[src/pps_pkg.sv]
// Shared types and codes for the preemptive priority scheduler.
// No dependencies; used by the scheduler top level and its port checker.
package pps_pkg;

  localparam int unsigned QUEUE_DEPTH_DEF = 16;

  // Input command codes (carried in tuser).
  localparam logic CMD_TICK    = 1'b0;
  localparam logic CMD_ARRIVAL = 1'b1;

  typedef enum logic [1:0] {
    ST_OK         = 2'd0,
    ST_FULL       = 2'd1,
    ST_ZERO_BURST = 2'd2
  } status_t;

  // One table entry: id in the top byte, then priority, then remaining burst.
  typedef struct packed {
    logic [7:0]  id;
    logic [7:0]  prio;
    logic [15:0] burst;
  } entry_t;

  typedef enum logic [2:0] {
    S_IDLE,
    S_TICK_CHK,
    S_SHIFT,
    S_ARR_STEP,
    S_ARR_PLACE,
    S_DONE
  } state_t;

endpackage

[src/preemptive_priority_scheduler_unit.sv]
// Preemptive priority scheduler top level: task table memory and its walk sequencer.
// Depends on pps_pkg (entry type, state and status codes).
// Checked by pps_checker, bound from its own file.
//
// One transaction in gives exactly one transaction out. The task table is a single
// write / single read memory of QUEUE_DEPTH entries, kept sorted by ascending
// priority number with ties in arrival order; entry 0 is the running task. All
// table work runs through one sequencer that touches one entry per cycle, so the
// cost of a transaction is set by the table walk:
//   tick on an empty table, rejected arrival          : no table walk
//   tick that leaves the head task running             : head read and written back
//   tick that completes the head task (N tasks queued) : each later task moved down one
//   accepted arrival landing at position P of N tasks : the N - P tasks from P on moved up
// The block takes a new transaction as soon as the sequencer is idle, even while
// the previous result still waits in the output register.
// tdata in: task_id[7:0], task_priority[15:8], task_burst[31:16]; tuser in: command.
// tdata out: finished_id[7:0], finish_time[39:8], arrival_status[41:40],
// running_id[49:42], running_valid[50], queued_count[55:51]; tuser out: finished.
module preemptive_priority_scheduler_unit #(
  parameter int unsigned QUEUE_DEPTH = pps_pkg::QUEUE_DEPTH_DEF
) (
  input  logic        clk,
  input  logic        rst,
  input  logic        s_axis_tvalid,
  output logic        s_axis_tready,
  input  logic [31:0] s_axis_tdata,   // task_id, task_priority, task_burst
  input  logic [0:0]  s_axis_tuser,   // command
  output logic        m_axis_tvalid,
  input  logic        m_axis_tready,
  output logic [55:0] m_axis_tdata,   // finished_id, finish_time, arrival_status,
                                      // running_id, running_valid, queued_count
  output logic [0:0]  m_axis_tuser    // finished
);

  localparam int AW = $clog2(QUEUE_DEPTH);
  localparam int CW = $clog2(QUEUE_DEPTH + 1);

  // Sequencer and scheduler state
  pps_pkg::state_t  state, state_next;
  logic [CW-1:0]    count, count_next;     // tasks held in the table
  logic [CW-1:0]    idx, idx_next;         // walk position
  logic [31:0]      cur_time, cur_time_next;
  logic [7:0]       head_id, head_id_next; // mirror of entry 0 id
  pps_pkg::entry_t  new_entry, new_entry_next;

  // Result being built for the current transaction
  logic             res_fin, res_fin_next;
  logic [7:0]       res_fid, res_fid_next;
  logic [31:0]      res_ftime, res_ftime_next;
  pps_pkg::status_t res_status, res_status_next;

  // Task table memory
  pps_pkg::entry_t  table_mem [QUEUE_DEPTH];
  pps_pkg::entry_t  rd_data;
  pps_pkg::entry_t  wr_data;
  logic [AW-1:0]    rd_addr;
  logic [AW-1:0]    wr_addr;
  logic             mem_we;

  logic             out_load;
  logic [15:0]      dec_burst;
  logic             running_valid;
  logic [7:0]       running_id;
  logic [4:0]       queued_count;

  pps_pkg::entry_t  in_entry;

  assign in_entry.id    = s_axis_tdata[7:0];
  assign in_entry.prio  = s_axis_tdata[15:8];
  assign in_entry.burst = s_axis_tdata[31:16];

  assign dec_burst = rd_data.burst - 16'd1;

  // Memory: one write port, one registered read port
  always_ff @(posedge clk) begin
    if (mem_we) begin
      table_mem[wr_addr] <= wr_data;
    end
    rd_data <= table_mem[rd_addr];
  end

  // Next state and datapath control
  always_comb begin
    state_next      = state;
    count_next      = count;
    idx_next        = idx;
    cur_time_next   = cur_time;
    head_id_next    = head_id;
    new_entry_next  = new_entry;
    res_fin_next    = res_fin;
    res_fid_next    = res_fid;
    res_ftime_next  = res_ftime;
    res_status_next = res_status;
    mem_we          = 1'b0;
    wr_addr         = '0;
    wr_data         = rd_data;
    rd_addr         = '0;
    out_load        = 1'b0;
    s_axis_tready   = 1'b0;

    case (state)
      pps_pkg::S_IDLE: begin
        s_axis_tready = 1'b1;
        // Prefetch the head for a tick, the tail entry for an arrival
        if (s_axis_tuser[0] == pps_pkg::CMD_ARRIVAL) begin
          rd_addr = AW'(count - CW'(1));
        end
        if (s_axis_tvalid) begin
          res_fin_next    = 1'b0;
          res_fid_next    = 8'd0;
          res_ftime_next  = 32'd0;
          res_status_next = pps_pkg::ST_OK;
          if (s_axis_tuser[0] == pps_pkg::CMD_TICK) begin
            cur_time_next = cur_time + 32'd1;
            state_next    = (count == '0) ? pps_pkg::S_DONE : pps_pkg::S_TICK_CHK;
          end else if (in_entry.burst == 16'd0) begin
            res_status_next = pps_pkg::ST_ZERO_BURST;
            state_next      = pps_pkg::S_DONE;
          end else if (count >= CW'(QUEUE_DEPTH)) begin
            res_status_next = pps_pkg::ST_FULL;
            state_next      = pps_pkg::S_DONE;
          end else begin
            new_entry_next = in_entry;
            idx_next       = count;
            state_next     = (count == '0) ? pps_pkg::S_ARR_PLACE : pps_pkg::S_ARR_STEP;
          end
        end
      end

      pps_pkg::S_TICK_CHK: begin
        // rd_data holds the head entry
        rd_addr = AW'(1);
        if (dec_burst == 16'd0) begin
          res_fin_next   = 1'b1;
          res_fid_next   = rd_data.id;
          res_ftime_next = cur_time;
          if (count == CW'(1)) begin
            count_next = count - CW'(1);
            state_next = pps_pkg::S_DONE;
          end else begin
            idx_next   = CW'(1);
            state_next = pps_pkg::S_SHIFT;
          end
        end else begin
          mem_we        = 1'b1;
          wr_addr       = '0;
          wr_data.id    = rd_data.id;
          wr_data.prio  = rd_data.prio;
          wr_data.burst = dec_burst;
          head_id_next  = rd_data.id;
          state_next    = pps_pkg::S_DONE;
        end
      end

      pps_pkg::S_SHIFT: begin
        // Move entry idx down to idx-1, fetch the next one
        mem_we  = 1'b1;
        wr_addr = AW'(idx - CW'(1));
        wr_data = rd_data;
        rd_addr = AW'(idx + CW'(1));
        if (idx == CW'(1)) begin
          head_id_next = rd_data.id;
        end
        if ((idx + CW'(1)) < count) begin
          idx_next = idx + CW'(1);
        end else begin
          count_next = count - CW'(1);
          state_next = pps_pkg::S_DONE;
        end
      end

      pps_pkg::S_ARR_STEP: begin
        // rd_data holds entry idx-1; open a slot or drop the new task into idx
        rd_addr = AW'(idx - CW'(2));
        mem_we  = 1'b1;
        wr_addr = AW'(idx);
        if (rd_data.prio > new_entry.prio) begin
          wr_data  = rd_data;
          idx_next = idx - CW'(1);
          if (idx == CW'(1)) begin
            state_next = pps_pkg::S_ARR_PLACE;
          end
        end else begin
          wr_data    = new_entry;
          count_next = count + CW'(1);
          state_next = pps_pkg::S_DONE;
        end
      end

      pps_pkg::S_ARR_PLACE: begin
        mem_we     = 1'b1;
        wr_addr    = AW'(idx);
        wr_data    = new_entry;
        count_next = count + CW'(1);
        if (idx == '0) begin
          head_id_next = new_entry.id;
        end
        state_next = pps_pkg::S_DONE;
      end

      pps_pkg::S_DONE: begin
        if (!m_axis_tvalid || m_axis_tready) begin
          out_load   = 1'b1;
          state_next = pps_pkg::S_IDLE;
        end
      end

      default: begin
        state_next = pps_pkg::S_IDLE;
      end
    endcase
  end

  assign running_valid = (count != '0);
  assign running_id    = running_valid ? head_id : 8'd0;
  assign queued_count  = 5'(count);

  // Control registers
  always_ff @(posedge clk) begin
    if (rst) begin
      state         <= pps_pkg::S_IDLE;
      count         <= '0;
      cur_time      <= 32'd0;
      m_axis_tvalid <= 1'b0;
    end else begin
      state    <= state_next;
      count    <= count_next;
      cur_time <= cur_time_next;
      if (out_load) begin
        m_axis_tvalid <= 1'b1;
      end else if (m_axis_tready) begin
        m_axis_tvalid <= 1'b0;
      end
    end
  end

  // Payload registers
  always_ff @(posedge clk) begin
    idx        <= idx_next;
    head_id    <= head_id_next;
    new_entry  <= new_entry_next;
    res_fin    <= res_fin_next;
    res_fid    <= res_fid_next;
    res_ftime  <= res_ftime_next;
    res_status <= res_status_next;
    if (out_load) begin
      m_axis_tuser <= res_fin;
      m_axis_tdata <= {queued_count, running_valid, running_id, res_status,
                       res_ftime, res_fid};
    end
  end

endmodule

[config.mk]
export PLATFORM = sky130hd
export DESIGN_NAME = preemptive_priority_scheduler_unit
export DESIGN_NICKNAME = d
export VERILOG_FILES = /design/src/pps_pkg.sv /design/src/preemptive_priority_scheduler_unit.sv
export SDC_FILE = /design/constraint.sdc
export NUM_CORES = 1
export LEC_CHECK = 0
export ABC_AREA = 1
export BUFFER_PORTS_ARGS = -buffer_cell sky130_fd_sc_hd__buf_2
export CELL_PAD_IN_SITES_DETAIL_PLACEMENT = 1
export CELL_PAD_IN_SITES_GLOBAL_PLACEMENT = 2
export CORE_MARGIN = 4
export CORE_UTILIZATION = 44
export CTS_CLUSTER_DIAMETER = 100
export CTS_CLUSTER_SIZE = 28
export DETAILED_ROUTE_END_ITERATION = 6
export GPL_ROUTABILITY_DRIVEN = 0
export GPL_TIMING_DRIVEN = 0
export PLACE_DENSITY = 0.87
export SLEW_MARGIN = 5
export SYNTH_ARGS = -nofsm -noshare
export SYNTH_HDL_FRONTEND = slang
export SYNTH_SLANG_ARGS = --single-unit
[constraint.sdc]
create_clock -name clk -period 9.7 [get_ports clk]
set_clock_uncertainty 0.05 [all_clocks]
set_input_delay 1.94 -clock clk [delete_from_list [all_inputs] [get_ports clk]]
set_output_delay 1.94 -clock clk [all_outputs]
set_load 0.1 [all_outputs]
# Yosys cells after proc, flatten, opt, wreduce, memory -nomap -nowiden
# Memory sizes are Yosys's and may differ from the RTL's. A register that Yosys moved wholly into a read port is not among the register bits.
# Cells that the tools add are included.
# totals
out_inout_bits	59
in_bits	37
mem_bits_rw	512
wordCells	135
register_bits	186
mem_count	1
# classes
n_bitwise	3
addsub	7
n_reduce_logical	24
mux	57
eq_ne	23
magnitude_cmp	3
# mem_list
memory	words	width	read_ports	rd_ports_with_merged_regs	write_ports	line	source
table_mem	16	32	1	1	1	preemptive_priority_scheduler_unit.sv:53	pps_pkg::entry_t table_mem [QUEUE_DEPTH];
# op_table
op	count
$mux 32	3
$pmux 32 s3	1
$pmux 32 s2	1
$mux 5	12
$mux 8	5
$pmux 5 s4	2
$mux 3	12
$add 32x1->32 const B	1
$logic_not 16->1	2
$ne 2x2->1 const B	15
$pmux 8 s3	1
$pmux 3 s6	1
$mux 16	1
$pmux 4 s4	1
$pmux 8 s2	1
$sub 16x1->16 const B	1
$mux 1	11
$add 5x1->5 const B	2
$eq 5x1->1 const B	2
$logic_not 5->1	2
$reduce_and 5->1	2
$sub 5x1->5 const B	2
$reduce_and 9->1	1
$gt 8x8->1	1
24 further kinds	34

# Logic depth before layout (Yosys ltp)
# logic_depth
word_depth	7
ltp_mapped	16
depth_no_buf	15

# Worst setup path before layout
# Ideal clock, no wire load.
# synth_path
path_kind	input to register
startpoint	in m_axis_tready
endpoint	reg m_axis_tdata[0] (enable)
n_path_buf	0
setup_ns	0.612
slack_ns	1.641
stages	2
arrival_ns	7.396
t_required_ns	9.038
path_cell_list	nor2_1 > nor4_1
# synth_between
elab_chain_cells	3
# synth_rtl
element	line	source
start: declaration	preemptive_priority_scheduler_unit.sv:29	input logic m_axis_tready,
$logic_or 1x1->1	preemptive_priority_scheduler_unit.sv:202	if (!m_axis_tvalid || m_axis_tready) begin
$mux 1	preemptive_priority_scheduler_unit.sv:202	
$mux 1	preemptive_priority_scheduler_unit.sv:101	case (state)
net out_load	preemptive_priority_scheduler_unit.sv:60	logic out_load;
end signal: assignment	preemptive_priority_scheduler_unit.sv:248	m_axis_tdata <= {queued_count, running_valid, running_id, res_status,
end: declaration	preemptive_priority_scheduler_unit.sv:30	output logic [55:0] m_axis_tdata,
# The timed path passes the listed nets, and every way through them passes these cells.
# A chain may end at the register's enable or synchronous reset.

==> impl_metrics.env <==
export IMPL_avgSynthCellArea_um2=12.6
export IMPL_r2r_setup_slack_ps=4800
export IMPL_seqPwrFrac=0.414
export IMPL_synth_top_cells_by_area="edfxtp_1 (66%), o211ai_1 (6.7%), dfxtp_1 (4.9%)"
export IMPL_hold_violations=0
export IMPL_fillCellCount=6901
export IMPL_die_h_um=269
export IMPL_synth_xor_area_share=0.00584
export IMPL_synth_cells=2377
export IMPL_synth_top_cell_by_area="edfxtp_1"
export IMPL_cts_resized=0
export IMPL_synth_cell_types=48
export IMPL_clkPwrFrac=0.140
export IMPL_cp_end_kind="flip-flop"
export IMPL_intPower_w=0.00657
export IMPL_synth_edf_count=657
export IMPL_cts_root_buf="clkbuf_16"
export IMPL_dr_first_iter_drc_count=1774
export IMPL_cp_required_ps=9980
export IMPL_synth_main_ff_cell="edfxtp_1"
export IMPL_numCtsBuffers=31
export IMPL_grt_pass1_vias=20900
export IMPL_outcome="completed"
export IMPL_fmax_mhz=204
export IMPL_crit_path_start_kind="flip-flop"
export IMPL_slew_violations=0
export IMPL_h_tree_depth=1
export IMPL_die_area_um2=72400
export IMPL_layout_common_cells="edfxtp_1 (657), o211ai_1 (268), nor2_1 (258), nand2_1 (251), buf_2 (164)"
export IMPL_grt_overflow_total=0
export IMPL_critPathKind="reg -> reg"
export IMPL_maxCapViolCount=0
export IMPL_wl_um=85100
export IMPL_synthToLayoutAreaGrowth_pct=10.9
export IMPL_setup_ws_ps=4800
export IMPL_finalInstanceArea_um2=33300
export IMPL_synthAdderAreaFrac=0.0104
export IMPL_synth_top_cell_area_share=0.658
export IMPL_grt_start_max_net_pins=41
export IMPL_fin_total_pwr_w=0.0114
export IMPL_tightest_slew_ps=1350
export IMPL_dieWidth_um=269
export IMPL_syn_area_um2=30000
export IMPL_reg2regPathDepth=11
export IMPL_power_switching_w=0.00485
export IMPL_yosysWarnings=0
export IMPL_post_cts_setup_buffers=0
export IMPL_cp_common_cell="inv_1"
export IMPL_min_path_cells=0
export IMPL_ir_drop_mv=0.214
export IMPL_cts_tree="built"
export IMPL_leakagePower_nw=11.1
export IMPL_crit_reg2reg_launch="new_entry[22]$_DFFE_PP_"
export IMPL_syn_num_nets=2439
export IMPL_min_to="m_axis_tdata[6]$_DFFE_PP_"
export IMPL_crit_family="simple AND/OR/NAND/NOR gates"
export IMPL_path_cells="inv_1 > ha_1 > inv_1 > nor3_1 > nand4_1 > nand3_1 > nand2_1 > inv_1 > clkbuf_1 > nand2_1 > nand3_1"
export IMPL_final_common_cell="edfxtp_1"
export IMPL_p_comb_frac=0.446
export IMPL_initial_utilization=0.445
export IMPL_ctsHoldBuffers=0
export IMPL_drcViolationCount=0
export IMPL_ys_ff_latch=730
export IMPL_synth_compound_area_frac=0.108
export IMPL_num_rows=95
export IMPL_vias=19900
export IMPL_postPlaceCellArea_um2=32300
export IMPL_clock_sinks=730
export IMPL_io_pins=96
export IMPL_rsz0062_at_grt="false"
export IMPL_path_clk_slew_ps=110
export IMPL_viasPerCell=5.78
export IMPL_sw_frac_of_total=0.425
export IMPL_coreArea_um2=67400
export IMPL_place_ws_ps=4890
export IMPL_port_buffers=95
export IMPL_clk_latency_ps=660
export IMPL_yosys_area_share_simple=0.129
export IMPL_layout_nets=2611
export IMPL_antenna_found_initial=2
export IMPL_crit_path_top_delay_cell="clkbuf_1"
export IMPL_drive_gt1_frac=0.145
export IMPL_muxShareOfSynthArea=0
export IMPL_synth_top_family_by_area="simple AND/OR/NAND/NOR gates"
export IMPL_finalSetupViolations=0
export IMPL_clk_path_buf_depth=3
export IMPL_hold_class="reg -> reg"
export IMPL_whs_ps=375
export IMPL_max_slew_margin=0.0950
export IMPL_yosysSeqAreaShare=0.707
export IMPL_dr_pass1_iters=5
export IMPL_wire_per_inst_um=24.7
export IMPL_tns_ps=0
export IMPL_ant_nets=0
export IMPL_p_per_area_nw_per_um2=343
export IMPL_reg2reg_to="table_mem[9][8]$_DFFE_PP_"
export IMPL_grt_pass1_wl_um=127000
export IMPL_async_reset_ff_frac=0
export IMPL_max_stage_delay_ps=840
export IMPL_worst_path_max_fanout=16
export IMPL_dpl_hpwl_um=60300
export IMPL_cp_data_arrival_time_ps=5180
export IMPL_finalCritPeriodShare=0.505
export IMPL_grt_usage=0.232
export IMPL_fin_crit_ps=4900
export IMPL_crit_buf_inv=4
export IMPL_hp_start="res_fid[6]$_SDFFCE_PN0P_"
==> kinds of logic after synthesis <==
family                   Yosys count
AND/OR/NAND/NOR                  843
XOR/XNOR                          20
buffers and inverters            259
adder cells (fa/ha/maj)           25
flip-flops                       730
AO/OA/AOI/OAI                    500
==> flip-flops by register name, summed over array words and instances, names as in the netlist, 8 cells and up <==
register      cells
res_fid           8
new_entry        32
table_mem       512
m_axis_tdata     56
cur_time         32
head_id           8
rd_data          32
res_ftime        32
==> how the worst max path moves through the flow <==
stage,end,depth (start not counted),slack [ps],start
2_1_floorplan,m_axis_tdata[0]$_DFFE_PP_,2,1640,m_axis_tready
3_3_place_gp,m_axis_tdata[0]$_DFFE_PP_,3,-490,m_axis_tready
3_5_place_dp,table_mem[14][8]$_DFFE_PP_,11,4890,new_entry[22]$_DFFE_PP_
4_1_cts,table_mem[10][8]$_DFFE_PP_,11,4850,new_entry[22]$_DFFE_PP_
5_1_grt,table_mem[10][16]$_DFFE_PP_,11,4620,new_entry[23]$_DFFE_PP_
6_report,table_mem[9][8]$_DFFE_PP_,11,4800,new_entry[22]$_DFFE_PP_
==> layer usage <==
layer  share of wire  track usage
met4           0.026       0.0624
met5         0.00020            0
met3           0.053       0.0254
met1            0.41        0.303
met2            0.51        0.416
==> Yosys cell counts, drive strengths merged (2+ instances only) <==
cell type / instances
o21a: 2
nand3: 118
or2: 131
ha: 25
dfxtp: 73
nor3b: 2
clkbuf: 30
inv: 134
o31ai: 4
nor4: 3
o221ai: 2
a211oi: 2
buf: 94
o211ai: 268
nor3: 24
a21oi: 40
nand3b: 3
nand4: 17
o21ai: 176
nand2: 258
xor2: 18
xnor2: 2
nor2: 286
edfxtp: 657
a211o: 2
==> worst reg2reg max path, cell delays in order, from the launching register on <==
cell and delay (ps):
edfxtp_1 340, inv_1 60, ha_1 280, inv_1 50
nor3_1 280, nand4_1 530, nand3_1 500, nand2_1 410
inv_1 440, clkbuf_1 850, nand2_1 180, nand3_1 600
==> power by group through the flow <==
stage               clock, W  combinational (W)  sequential (W)
finish               0.00160            0.00509         0.00473
global route         0.00176            0.00551         0.00477
CTS                  0.00163            0.00504         0.00474
detailed placement         0            0.00503         0.00481
global placement           0            0.00458         0.00484
floorplan                  0            0.00283         0.00493
==> final cells by class <==
| cell class | count | area [um2] | area share |
|---|---|---|---|
| clock buffers | 52 | 855 | 0.0257 |
| plain buffers | 124 | 702 | 0.0211 |
| diodes | 1 | 2.50 | 0.0000752 |
| clock inverters | 6 | 78.8 | 0.00237 |
| flip-flops and latches | 730 | 21200 | 0.637 |
| repair buffers | 139 | 1090 | 0.0328 |
| multi-input cells | 1388 | 7740 | 0.233 |
| well taps | 873 | 1090 | 0.0328 |
| inverters | 135 | 510 | 0.0153 |
==> stage by stage <==
stage / utilization / instances
2_1_floorplan: - / 2377
4_1_cts: 0.493 / 3442
6_report: 0.494 / 3448
5_1_grt: 0.493 / 3447
3_3_place_gp: 0.468 / 3345
3_5_place_dp: 0.479 / 3384
(Power assumes the default switching activity.)
